===== src/lbab_pkg.sv =====
// ============================================================================
// lbab_pkg - shared types and constants of the letterbox bar alpha blend
// Field widths, register indexes and the configuration record.
// ============================================================================
package lbab_pkg;

	// Width of the row number of a pixel.
	localparam int ROW_BITS = 12;

	// Configuration register widths.
	localparam int FH_BITS = 13;
	localparam int SS_BITS = 17;
	localparam int SC_BITS = 32;
	localparam int CH_BITS = 8;

	// Configuration port.
	localparam int WR_INDEX_BITS = 2;
	localparam int WR_DATA_BITS  = 32;

	localparam logic [WR_INDEX_BITS-1:0] REG_FRAME_HEIGHT = 2'd0;
	localparam logic [WR_INDEX_BITS-1:0] REG_STRIP_SIZE   = 2'd1;
	localparam logic [WR_INDEX_BITS-1:0] REG_STRIP_COLOR  = 2'd2;

	// Register values after reset.
	localparam logic [FH_BITS-1:0] FRAME_HEIGHT_RST = 13'd480;
	localparam logic [SS_BITS-1:0] STRIP_SIZE_RST   = 17'd32768;
	localparam logic [SC_BITS-1:0] STRIP_COLOR_RST  = 32'hFF00_0000;

	// Fixed-point scale of the strip size: one is 2**FX_SHIFT.
	localparam int FX_SHIFT = 16;
	localparam logic [SS_BITS:0] ONE_FX = 18'h1_0000;

	// Center row, distance and comparison widths.
	localparam int C_BITS    = FH_BITS - 1;
	localparam int DIST_BITS = (ROW_BITS > C_BITS) ? ROW_BITS : C_BITS;
	localparam int LHS_BITS  = SS_BITS + 1 + C_BITS + 1;
	localparam int RHS_BITS  = DIST_BITS + FX_SHIFT;
	localparam int CMP_BITS  = (LHS_BITS > RHS_BITS + 1) ? LHS_BITS : RHS_BITS + 1;

	// Blend numerator width: p*(255-A) + A*s stays below 2**16.
	localparam int NUM_BITS = 2 * CH_BITS;
	localparam logic [CH_BITS-1:0] CH_MAX = 8'd255;

	typedef struct packed {
		logic [FH_BITS-1:0] frame_height;
		logic [SS_BITS-1:0] strip_size;
		logic [SC_BITS-1:0] strip_color;
	} cfg_t;

endpackage


===== src/letterbox_bar_alpha_blend.sv =====
// ============================================================================
// letterbox_bar_alpha_blend - letterbox bars blended over a pixel stream
// Pixels near the center row pass; the rest are blended toward the strip.
// ============================================================================
// The block takes one pixel request in every clock cycle: busy is always
// low, so start may stay high for a whole frame. The result of a request
// passes the three register stages of the path: the input register, the
// stage that holds the threshold product and the blend numerators, and the
// result register. It is marked by done for exactly one cycle; the
// receiver cannot stall, so it must take every result as it comes.
// Configuration writes take effect at once and should be made only while
// no request is in flight.
module letterbox_bar_alpha_blend (
	input  logic                               clk,
	input  logic                               arst_n,

	input  logic                               wr_en,
	input  logic [lbab_pkg::WR_INDEX_BITS-1:0] wr_index,
	input  logic [lbab_pkg::WR_DATA_BITS-1:0]  wr_data,

	input  logic                               start,
	output logic                               busy,
	input  logic [lbab_pkg::ROW_BITS-1:0]      row,
	input  logic [lbab_pkg::CH_BITS-1:0]       pix_alpha,
	input  logic [lbab_pkg::CH_BITS-1:0]       pix_red,
	input  logic [lbab_pkg::CH_BITS-1:0]       pix_green,
	input  logic [lbab_pkg::CH_BITS-1:0]       pix_blue,

	output logic                               done,
	output logic [lbab_pkg::CH_BITS-1:0]       out_alpha,
	output logic [lbab_pkg::CH_BITS-1:0]       out_red,
	output logic [lbab_pkg::CH_BITS-1:0]       out_green,
	output logic [lbab_pkg::CH_BITS-1:0]       out_blue
);

	lbab_pkg::cfg_t cfg_q;

	logic                             accept;
	logic                             valid_s1;
	logic                             valid_s2;
	logic                             done_s3;
	logic [lbab_pkg::ROW_BITS-1:0]    row_s1;
	logic [lbab_pkg::CH_BITS-1:0]     alpha_s1;
	logic [lbab_pkg::CH_BITS-1:0]     red_s1;
	logic [lbab_pkg::CH_BITS-1:0]     green_s1;
	logic [lbab_pkg::CH_BITS-1:0]     blue_s1;
	logic [lbab_pkg::CH_BITS-1:0]     alpha_s2;
	logic [lbab_pkg::CH_BITS-1:0]     red_s2;
	logic [lbab_pkg::CH_BITS-1:0]     green_s2;
	logic [lbab_pkg::CH_BITS-1:0]     blue_s2;
	logic [lbab_pkg::CH_BITS-1:0]     red_bl_s2;
	logic [lbab_pkg::CH_BITS-1:0]     green_bl_s2;
	logic [lbab_pkg::CH_BITS-1:0]     blue_bl_s2;
	logic                             pass_s2;
	logic [lbab_pkg::CH_BITS-1:0]     alpha_s3;
	logic [lbab_pkg::CH_BITS-1:0]     red_s3;
	logic [lbab_pkg::CH_BITS-1:0]     green_s3;
	logic [lbab_pkg::CH_BITS-1:0]     blue_s3;
	logic [lbab_pkg::CH_BITS-1:0]     strip_alpha;
	logic [lbab_pkg::CH_BITS-1:0]     strip_red;
	logic [lbab_pkg::CH_BITS-1:0]     strip_green;
	logic [lbab_pkg::CH_BITS-1:0]     strip_blue;

	// The pipeline never stalls, so every request is taken.
	assign busy   = 1'b0;
	assign accept = start && !busy;

	// Configuration registers. Writes to an unused index are dropped.
	always_ff @(posedge clk or negedge arst_n) begin
		if (!arst_n) begin
			cfg_q.frame_height <= lbab_pkg::FRAME_HEIGHT_RST;
			cfg_q.strip_size   <= lbab_pkg::STRIP_SIZE_RST;
			cfg_q.strip_color  <= lbab_pkg::STRIP_COLOR_RST;
		end else if (wr_en) begin
			unique case (wr_index)
				lbab_pkg::REG_FRAME_HEIGHT: begin
					cfg_q.frame_height <= wr_data[lbab_pkg::FH_BITS-1:0];
				end
				lbab_pkg::REG_STRIP_SIZE: begin
					cfg_q.strip_size <= wr_data[lbab_pkg::SS_BITS-1:0];
				end
				lbab_pkg::REG_STRIP_COLOR: begin
					cfg_q.strip_color <= wr_data[lbab_pkg::SC_BITS-1:0];
				end
				default: begin
				end
			endcase
		end
	end

	assign strip_alpha = cfg_q.strip_color[31:24];
	assign strip_red   = cfg_q.strip_color[23:16];
	assign strip_green = cfg_q.strip_color[15:8];
	assign strip_blue  = cfg_q.strip_color[7:0];

	// Valid bits of the three stages.
	always_ff @(posedge clk or negedge arst_n) begin
		if (!arst_n) begin
			valid_s1 <= 1'b0;
			valid_s2 <= 1'b0;
			done_s3  <= 1'b0;
		end else begin
			valid_s1 <= accept;
			valid_s2 <= valid_s1;
			done_s3  <= valid_s2;
		end
	end

	// Input register.
	always_ff @(posedge clk) begin
		if (accept) begin
			row_s1   <= row;
			alpha_s1 <= pix_alpha;
			red_s1   <= pix_red;
			green_s1 <= pix_green;
			blue_s1  <= pix_blue;
		end
	end

	// The original pixel travels alongside the blend for the pass case.
	always_ff @(posedge clk) begin
		alpha_s2 <= alpha_s1;
		red_s2   <= red_s1;
		green_s2 <= green_s1;
		blue_s2  <= blue_s1;
	end

	lbab_bar_test u_bar_test (
		.clk     (clk),
		.row_s1  (row_s1),
		.cfg     (cfg_q),
		.pass_s2 (pass_s2)
	);

	lbab_blend_ch u_blend_red (
		.clk         (clk),
		.pix_s1      (red_s1),
		.strip       (strip_red),
		.strip_alpha (strip_alpha),
		.blend_s2    (red_bl_s2)
	);

	lbab_blend_ch u_blend_green (
		.clk         (clk),
		.pix_s1      (green_s1),
		.strip       (strip_green),
		.strip_alpha (strip_alpha),
		.blend_s2    (green_bl_s2)
	);

	lbab_blend_ch u_blend_blue (
		.clk         (clk),
		.pix_s1      (blue_s1),
		.strip       (strip_blue),
		.strip_alpha (strip_alpha),
		.blend_s2    (blue_bl_s2)
	);

	// Result register: pass the pixel between the bars, blend it elsewhere.
	always_ff @(posedge clk) begin
		alpha_s3 <= alpha_s2;
		red_s3   <= pass_s2 ? red_s2   : red_bl_s2;
		green_s3 <= pass_s2 ? green_s2 : green_bl_s2;
		blue_s3  <= pass_s2 ? blue_s2  : blue_bl_s2;
	end

	assign done      = done_s3;
	assign out_alpha = alpha_s3;
	assign out_red   = red_s3;
	assign out_green = green_s3;
	assign out_blue  = blue_s3;

	// Every result stems from an accepted request.
	a_done_has_request: assert property (@(posedge clk) disable iff (!arst_n)
		done |-> $past(start && !busy, 3))
		else $error("result without a matching request");

	// Every accepted request yields a result.
	a_request_has_done: assert property (@(posedge clk) disable iff (!arst_n)
		(start && !busy) |-> ##3 done)
		else $error("request lost in the pipeline");

	// The pixel's own alpha comes through untouched.
	a_alpha_kept: assert property (@(posedge clk) disable iff (!arst_n)
		done |-> (out_alpha == $past(pix_alpha, 3)))
		else $error("output alpha differs from input alpha");

	// A fully transparent strip leaves the color unchanged.
	a_clear_strip: assert property (@(posedge clk) disable iff (!arst_n)
		(done && ($past(cfg_q.strip_color[31:24], 2) == 8'd0))
		|-> (out_red == $past(pix_red, 3)))
		else $error("transparent strip changed the pixel");

	// With center row zero and an opaque strip, the strip color is shown.
	a_opaque_strip: assert property (@(posedge clk) disable iff (!arst_n)
		(done && ($past(cfg_q.strip_color[31:24], 2) == 8'hFF)
		 && ($past(cfg_q.frame_height, 2) < 13'd2))
		|-> (out_green == $past(cfg_q.strip_color[15:8], 2)))
		else $error("opaque strip not shown");

endmodule


===== src/lbab_bar_test.sv =====
// ============================================================================
// lbab_bar_test - decides whether a row lies between the bars
// Registers the threshold product and the scaled distance, then compares.
// ============================================================================
module lbab_bar_test (
	input  logic                          clk,
	input  logic [lbab_pkg::ROW_BITS-1:0] row_s1,
	input  lbab_pkg::cfg_t                cfg,
	output logic                          pass_s2
);

	logic [lbab_pkg::C_BITS-1:0]           center;
	logic [lbab_pkg::DIST_BITS-1:0]        row_ext;
	logic [lbab_pkg::DIST_BITS-1:0]        center_ext;
	logic signed [lbab_pkg::DIST_BITS:0]   diff;
	logic [lbab_pkg::DIST_BITS-1:0]        row_dist;
	logic signed [lbab_pkg::SS_BITS:0]     one_minus;
	logic signed [lbab_pkg::LHS_BITS-1:0]  lhs_d;
	logic signed [lbab_pkg::LHS_BITS-1:0]  lhs_s2;
	logic [lbab_pkg::RHS_BITS-1:0]         rhs_s2;
	logic signed [lbab_pkg::CMP_BITS-1:0]  lhs_cmp;
	logic signed [lbab_pkg::CMP_BITS-1:0]  rhs_cmp;

	assign center     = cfg.frame_height[lbab_pkg::FH_BITS-1:1];
	assign row_ext    = lbab_pkg::DIST_BITS'(row_s1);
	assign center_ext = lbab_pkg::DIST_BITS'(center);

	// Absolute distance of the row from the center row.
	assign diff = $signed({1'b0, row_ext}) - $signed({1'b0, center_ext});
	assign row_dist = diff[lbab_pkg::DIST_BITS] ? lbab_pkg::DIST_BITS'(-diff)
	                                            : lbab_pkg::DIST_BITS'(diff);

	// Negative when the strip size exceeds one, which forces a blend.
	assign one_minus = $signed(lbab_pkg::ONE_FX - {1'b0, cfg.strip_size});
	assign lhs_d     = one_minus * $signed({1'b0, center});

	always_ff @(posedge clk) begin
		lhs_s2 <= lhs_d;
		rhs_s2 <= {row_dist, lbab_pkg::FX_SHIFT'(0)};
	end

	assign lhs_cmp = lbab_pkg::CMP_BITS'(lhs_s2);
	assign rhs_cmp = $signed(lbab_pkg::CMP_BITS'(rhs_s2));
	assign pass_s2 = lhs_cmp > rhs_cmp;

endmodule


===== src/lbab_blend_ch.sv =====
// ============================================================================
// lbab_blend_ch - blends one color channel toward the strip color
// Registers p*(255-A) + A*s, then divides by 255 exactly.
// ============================================================================
module lbab_blend_ch (
	input  logic                         clk,
	input  logic [lbab_pkg::CH_BITS-1:0] pix_s1,
	input  logic [lbab_pkg::CH_BITS-1:0] strip,
	input  logic [lbab_pkg::CH_BITS-1:0] strip_alpha,
	output logic [lbab_pkg::CH_BITS-1:0] blend_s2
);

	logic [lbab_pkg::CH_BITS-1:0]  inv_alpha;
	logic [lbab_pkg::NUM_BITS-1:0] num_d;
	logic [lbab_pkg::NUM_BITS-1:0] num_s2;
	logic [lbab_pkg::NUM_BITS:0]   quot;

	assign inv_alpha = lbab_pkg::CH_MAX - strip_alpha;
	assign num_d = {lbab_pkg::CH_BITS'(0), pix_s1} * {lbab_pkg::CH_BITS'(0), inv_alpha}
	             + {lbab_pkg::CH_BITS'(0), strip_alpha} * {lbab_pkg::CH_BITS'(0), strip};

	always_ff @(posedge clk) begin
		num_s2 <= num_d;
	end

	// floor(x/255) equals (x + (x >> 8) + 1) >> 8 for every x up to 255*255, the largest numerator.
	assign quot = {1'b0, num_s2}
	            + (lbab_pkg::NUM_BITS + 1)'(num_s2[lbab_pkg::NUM_BITS-1:lbab_pkg::CH_BITS])
	            + (lbab_pkg::NUM_BITS + 1)'(1);
	assign blend_s2 = quot[lbab_pkg::NUM_BITS-1:lbab_pkg::CH_BITS];

endmodule


===== config.mk =====
export PLATFORM = sky130hd
export DESIGN_NAME = letterbox_bar_alpha_blend
export DESIGN_NICKNAME = d
export VERILOG_FILES = /design/src/lbab_pkg.sv /design/src/letterbox_bar_alpha_blend.sv /design/src/lbab_bar_test.sv /design/src/lbab_blend_ch.sv
export SDC_FILE = /design/constraint.sdc
export NUM_CORES = 2
export LEC_CHECK = 0
export BUFFER_PORTS_ARGS = -buffer_cell sky130_fd_sc_hd__buf_2
export CAP_MARGIN = 20
export CORE_ASPECT_RATIO = 1.25
export CORE_MARGIN = 2
export CORE_UTILIZATION = 55
export CTS_CLUSTER_DIAMETER = 30
export DETAILED_ROUTE_END_ITERATION = 8
export PLACE_DENSITY = 0.8
export REMOVE_ABC_BUFFERS = 1
export SKIP_LAST_GASP = 1
export SLEW_MARGIN = 20
export SYNTH_ARGS = -nofsm -noshare
export SYNTH_HDL_FRONTEND = slang
export SYNTH_SLANG_ARGS = --single-unit

===== constraint.sdc =====
create_clock -name clk -period 8.5 [get_ports clk]
set_input_delay 1.7 -clock clk [delete_from_list [all_inputs] [get_ports clk]]
set_output_delay 1.7 -clock clk [all_outputs]
set_load 0.01 [all_outputs]

* Word level (Yosys, flattened, before mapping)
Cells that the tools add are included.
** Operators by class
- $add $sub $neg :: 13
- $mul :: 7
- Order comparisons :: 1
- Muxes and demuxes :: 4
- Equality and inequality tests :: 2
- Reductions and logical operators :: 4
** Operator list (number)
- 8-bit by 8-bit multiplier with 16-bit output :: 6
- 16-bit by 1-bit adder with 16-bit output (second input constant) :: 3
- 16-bit adder :: 3
- 16-bit by 8-bit adder with 16-bit output :: 3
- 31-bit by 29-bit greater-than comparator with 1-bit output :: 1
- 18-bit by 13-bit multiplier with 31-bit output :: 1
- 8-bit 2-to-1 mux :: 3
- 17-bit by 17-bit subtractor with 18-bit output (first input constant) :: 1
- 12-bit by 12-bit subtractor with 13-bit output :: 1
- 12-bit 2-to-1 mux :: 1
- 12-bit negation :: 1
- 8-bit subtractor (first input constant) :: 1
- 2-bit AND reduction :: 3
- 2-bit by 1-bit == test with 1-bit output (second input constant) :: 1
- 2-bit == test (second input constant) :: 1
- 2-bit logical NOT :: 1
** Storage, ports and cells
- Logic and storage cells :: 55
- Input bits :: 82
- Flip-flop bits (word level) :: 264

* Depth between registers and ports, before layout
- Word-level depth :: 3
- Mapped depth :: 26

* Cells and area by module
From an unflattened synthesis, not the netlist that was laid out.
** Unflattened totals
- Cell total of the unflattened synthesis :: 3133
- Area, all modules :: 30938.4 um^2
** Modules (own cells, without submodules)
- lbab_bar_test :: seq. area each 860.8 um^2, instances 1, area each 10423.7 um^2, cells an instance 1206
- letterbox_bar_alpha_blend :: seq. area each 4245.3 um^2, instances 1, area each 5338.9 um^2, cells an instance 272
- lbab_blend_ch (u_blend_red) :: seq. area each 320.3 um^2, instances 1, area each 5117.4 um^2, cells an instance 560
- lbab_blend_ch (u_blend_green) :: seq. area each 320.3 um^2, instances 1, area each 5067.4 um^2, cells an instance 552
- lbab_blend_ch (u_blend_blue) :: seq. area each 320.3 um^2, instances 1, area each 4991.0 um^2, cells an instance 543

* Worst setup path before layout
OpenSTA, ideal clock, no wires.
- Path kind :: register to register
- From :: register cfg_q[38] (netlist name)
- To :: register u_bar_test.lhs_s2 (netlist bit u_bar_test.lhs_cmp[29])
- Period minus slack after synthesis :: 6.626 ns
- Data required time :: 8.385 ns
- Setup slack :: 1.874 ns
- Stages on the path, launching flop included :: 25
- Buffers on the path :: 1
- Arrival time :: 6.512 ns
- Cells stage by stage :: dfrtp_1 -> or4_4 -> nor3_2 -> nor3b_1 -> nand2_1 -> xor2_1 -> clkbuf_1 -> and2_1 -> fa_1 -> inv_1 -> fa_1 -> inv_1 -> fa_1 -> fa_1 -> inv_1 -> fa_1 -> inv_1 -> ha_1 -> and3_1 -> a221oi_1 -> o21ai_0 -> a21o_1 -> o31a_1 -> nor2b_1 -> a2111oi_0
** On the way
- Longest elaborated chain between the ends :: 2
** RTL lines
- start, declared :: RTL line letterbox_bar_alpha_blend.sv:36 : lbab_pkg::cfg_t cfg_q;
- 17-bit by 17-bit subtractor with 18-bit output :: RTL line lbab_bar_test.sv:34 : assign one_minus = $signed(lbab_pkg::ONE_FX - {1'b0, cfg.strip_size});
- 18-bit by 13-bit multiplier with 31-bit output :: RTL line lbab_bar_test.sv:35 : assign lhs_d = one_minus * $signed({1'b0, center});
- named net u_bar_test.lhs_d, one bit :: RTL line lbab_bar_test.sv:18 : logic signed [lbab_pkg::LHS_BITS-1:0] lhs_d;
- end signal, assigned :: RTL line lbab_bar_test.sv:38 : lhs_s2 <= lhs_d;
- end, declared :: RTL line lbab_bar_test.sv:19 : logic signed [lbab_pkg::LHS_BITS-1:0] lhs_s2;
The timed path passes the listed nets, and every way through them passes these cells.
A chain may end at the register's enable or synchronous reset.

* Final worst setup path
- From :: register cfg_q[34] (netlist name)
- To :: register u_bar_test.lhs_s2 (netlist bit u_bar_test.lhs_cmp[29])
Same word-level chain as after synthesis.

==> run summary <==
outcome: finished clean
DRT iter0 DRCs: 1,085
number of enable flip-flop cells after synthesis: 44
Antenna Cells: 0
Worst path slowest cell: nor3b_1
final WL: 67,080 um
port buffer count: 114
critical path arrival: 7.96 ns
f_max: 133.0 MHz
Layout area overhead: 10.31%
core footprint: 0.05489 mm^2
die width: 214.6 um
Avg Synthesized Cell Area: 9.767 um^2
vias in the first global route: 23,410
Max Slew Vio Count: 0
R2R depth: 25
top cells by area, synth: fa_1, ha_1, dfxtp_1
worst rel slew slack: 0.3052
first-pass GRT wire length: 113,800 um
WP data required: 8.95 ns
CTS buffer count: 54
top cell type's share of synthesized area: 0.3185
cts hold-fix bufs: 0
Worst setup EP type: register
RePlAce Congestion: 0.8822
FFs w/ async S/R, synth: 0.2433
clk_skew: 0.03177 ns
worst min path class: register to register
Setup crit end: u_bar_test.lhs_cmp[29]
Fill cells: 4,388
Die Ht: 267.2 um
Clk pin slew, worst setup/hold paths: 0.05 ns
Avg WL per Cell: 16.80 um
I/O pin count: 116
Primary FF master, synth: dfxtp_1
Antenna Nets Post-Route: 0
R2R setup slack: 0.98 ns
Tmin final: 7.517 ns
final hold vios: 0
largest net degree at the start of global routing: 65
CTS resizes: 0
Setup Viol. Count Final: 0
Gate Count Post-Synth: 3,121
Setup Fix Bufs, Post-CTS: 0
Seq/Total Area, Yosys: 0.1982
H-tree depth: 2
DR vias: 21,030
CTS tree: yes
Cell Count Post-Placement: 3,891
layout cell share with drive strength beyond 1: 0.1028
CTS sink count: 263
Yosys reg bits: 263
Startpoint Class: register
Synth area leader: fa_1
setup TNS: 0 ns
initial core utilization: 0.5553
grt total ovfl: 0
Tot GR Track Use: 0.2486
Detailed Routing Iterations Pass 1: 5
WS Path Type: register to register
Clock Latency Late Sink: 0.62 ns
area of the multi-input gates: 0.02134 mm^2
row count: 96
Mapped Area: 0.03048 mm^2
non-filler cells, final: 3,993
crit-path max FO: 12
Hold Slack: 0.3236 ns
CP peak stage delay: 0.58 ns
RSZ-0062 raised after global routing: no
Final period util: 0.8844
RR Startpoint: cfg_q[34]
Via density: 5.266
antenna violations before repair: 1
worst slew pin tran: 1.035 ns
Max Cap Violations: 0
Setup crit start: cfg_q[34]
register area: 0.006042 mm^2
drc violations: 0
clk root buf: clkbuf_16
most frequent cells after synthesis: inv_1, fa_1, ha_1
top-count cell post-synth: inv_1
Critical Path Most Common Cell: fa_1
Final #Nets: 4,085
HPWL after DPL: 51,220 um
Ys Warns: 0
reg-to-reg endpoint: u_bar_test.lhs_cmp[29]
DIE AREA: 0.05734 mm^2
CTS Buffer Depth: 3
synth unique cells: 71
[layout by cell type (no fill, tap or decap), drive strengths merged, types with 5 or more instances in the layout]
master,count
ha,304
o21a,18
nor3b,5
a31oi,6
nor2,49
dfstp,13
nand2b,115
xnor2,104
and2,204
a21o,21
mux2,78
nand2,245
clkinv,16
xor2,32
a21oi,60
inv,757
edfxtp,44
a211oi,11
nand4,6
clkbuf,59
o31ai,6
fa,485
o21bai,9
nand3,23
dfrtp,51
nor3,24
nor2b,100
o21ai,48
dfxtp,155
buf,129
and3,8
or4,5
[kinds of logic after synthesis]
| group | after synthesis | synth area share |
|---|---|---|
| buf+inv | 833 | 0.1029 |
| fa+ha+maj | 789 | 0.4433 |
| flops | 263 | 0.1982 |
| xor+xnor | 136 | 0.03908 |
| compound gates | 222 | 0.04807 |
| mux | 78 | 0.02881 |
| simple gates | 799 | 0.1395 |
| other cells | 1 | 0.0001230 |
[final cells by class]
type,instances,area share
timing repair buffer,130,0.02065
multi-input combinational,2028,0.6347
sequential,263,0.1797
clock inverter,42,0.01340
inverter,737,0.08227
clock buffer,58,0.04190
tap,735,0.02735
[state kept, by name (all words and copies together), names as in the netlist]
name                  count
alpha_s1                  8
alpha_s2                  8
blue_s1                   8
blue_s2                   8
cfg_q                    61
done                      1
green_s1                  8
green_s2                  8
out_alpha                 8
out_blue                  8
out_green                 8
out_red                   8
red_s1                    8
red_s2                    8
row_s1                   12
u_bar_test.lhs_cmp       31
u_bar_test.rhs_s2        12
u_blend_blue.num_s2      16
u_blend_green.num_s2     16
u_blend_red.num_s2       16
valid_s1                  1
valid_s2                  1
[worst max-delay path: cells and delay by family, from the launching register on]
kind                       cells  cell delay (ns)
AOI/OAI and AO/OA              5             1.42
adders and majority gates      6             2.85
DFF                            1             0.43
and+or+nand+nor                8             2.11
buffers and inverters          5             0.37
xor gates and xnor gates       1             0.17
[metrics by stage]
step / setup WS, ns / area, um^2 / utilization
CTS: 1.118 / 33580 / 0.6118
global placement: 1.418 / 31720 / 0.5779
global route: 0.7282 / 33620 / 0.6126
finish: 0.9829 / 33620 / 0.6126
detailed placement: 1.164 / 31720 / 0.5779
floorplan: 1.812 / 30120 / -
[routing by layer]
metal / share of wire / up-vias / GRT usage / wire length, um
li1: - / 9652 / - / -
met1: 0.38 / 10510 / 0.2867 / 25300
met2: 0.51 / 654 / 0.4491 / 34370
met3: 0.058 / 206 / 0.03907 / 3863
met4: 0.053 / 0 / 0.1259 / 3549
met5: 0 / - / 0 / 0
[how the worst min path moves through the flow]
stage	start	endpoint	slack, ns	cells after the start
2_1_floorplan	alpha_s2[0]	out_alpha[0]	0.31	0
3_3_place_gp	alpha_s2[5]	out_alpha[5]	0.31	0
3_5_place_dp	alpha_s2[4]	out_alpha[4]	0.31	0
4_1_cts	alpha_s2[3]	out_alpha[3]	0.32	0
5_1_grt	alpha_s2[2]	out_alpha[2]	0.33	0
6_report	alpha_s2[0]	out_alpha[0]	0.32	0
Power is left out: the tool's default activity adds up to more than one toggle a clock period on the data nets, which glitch-free logic cannot reach.
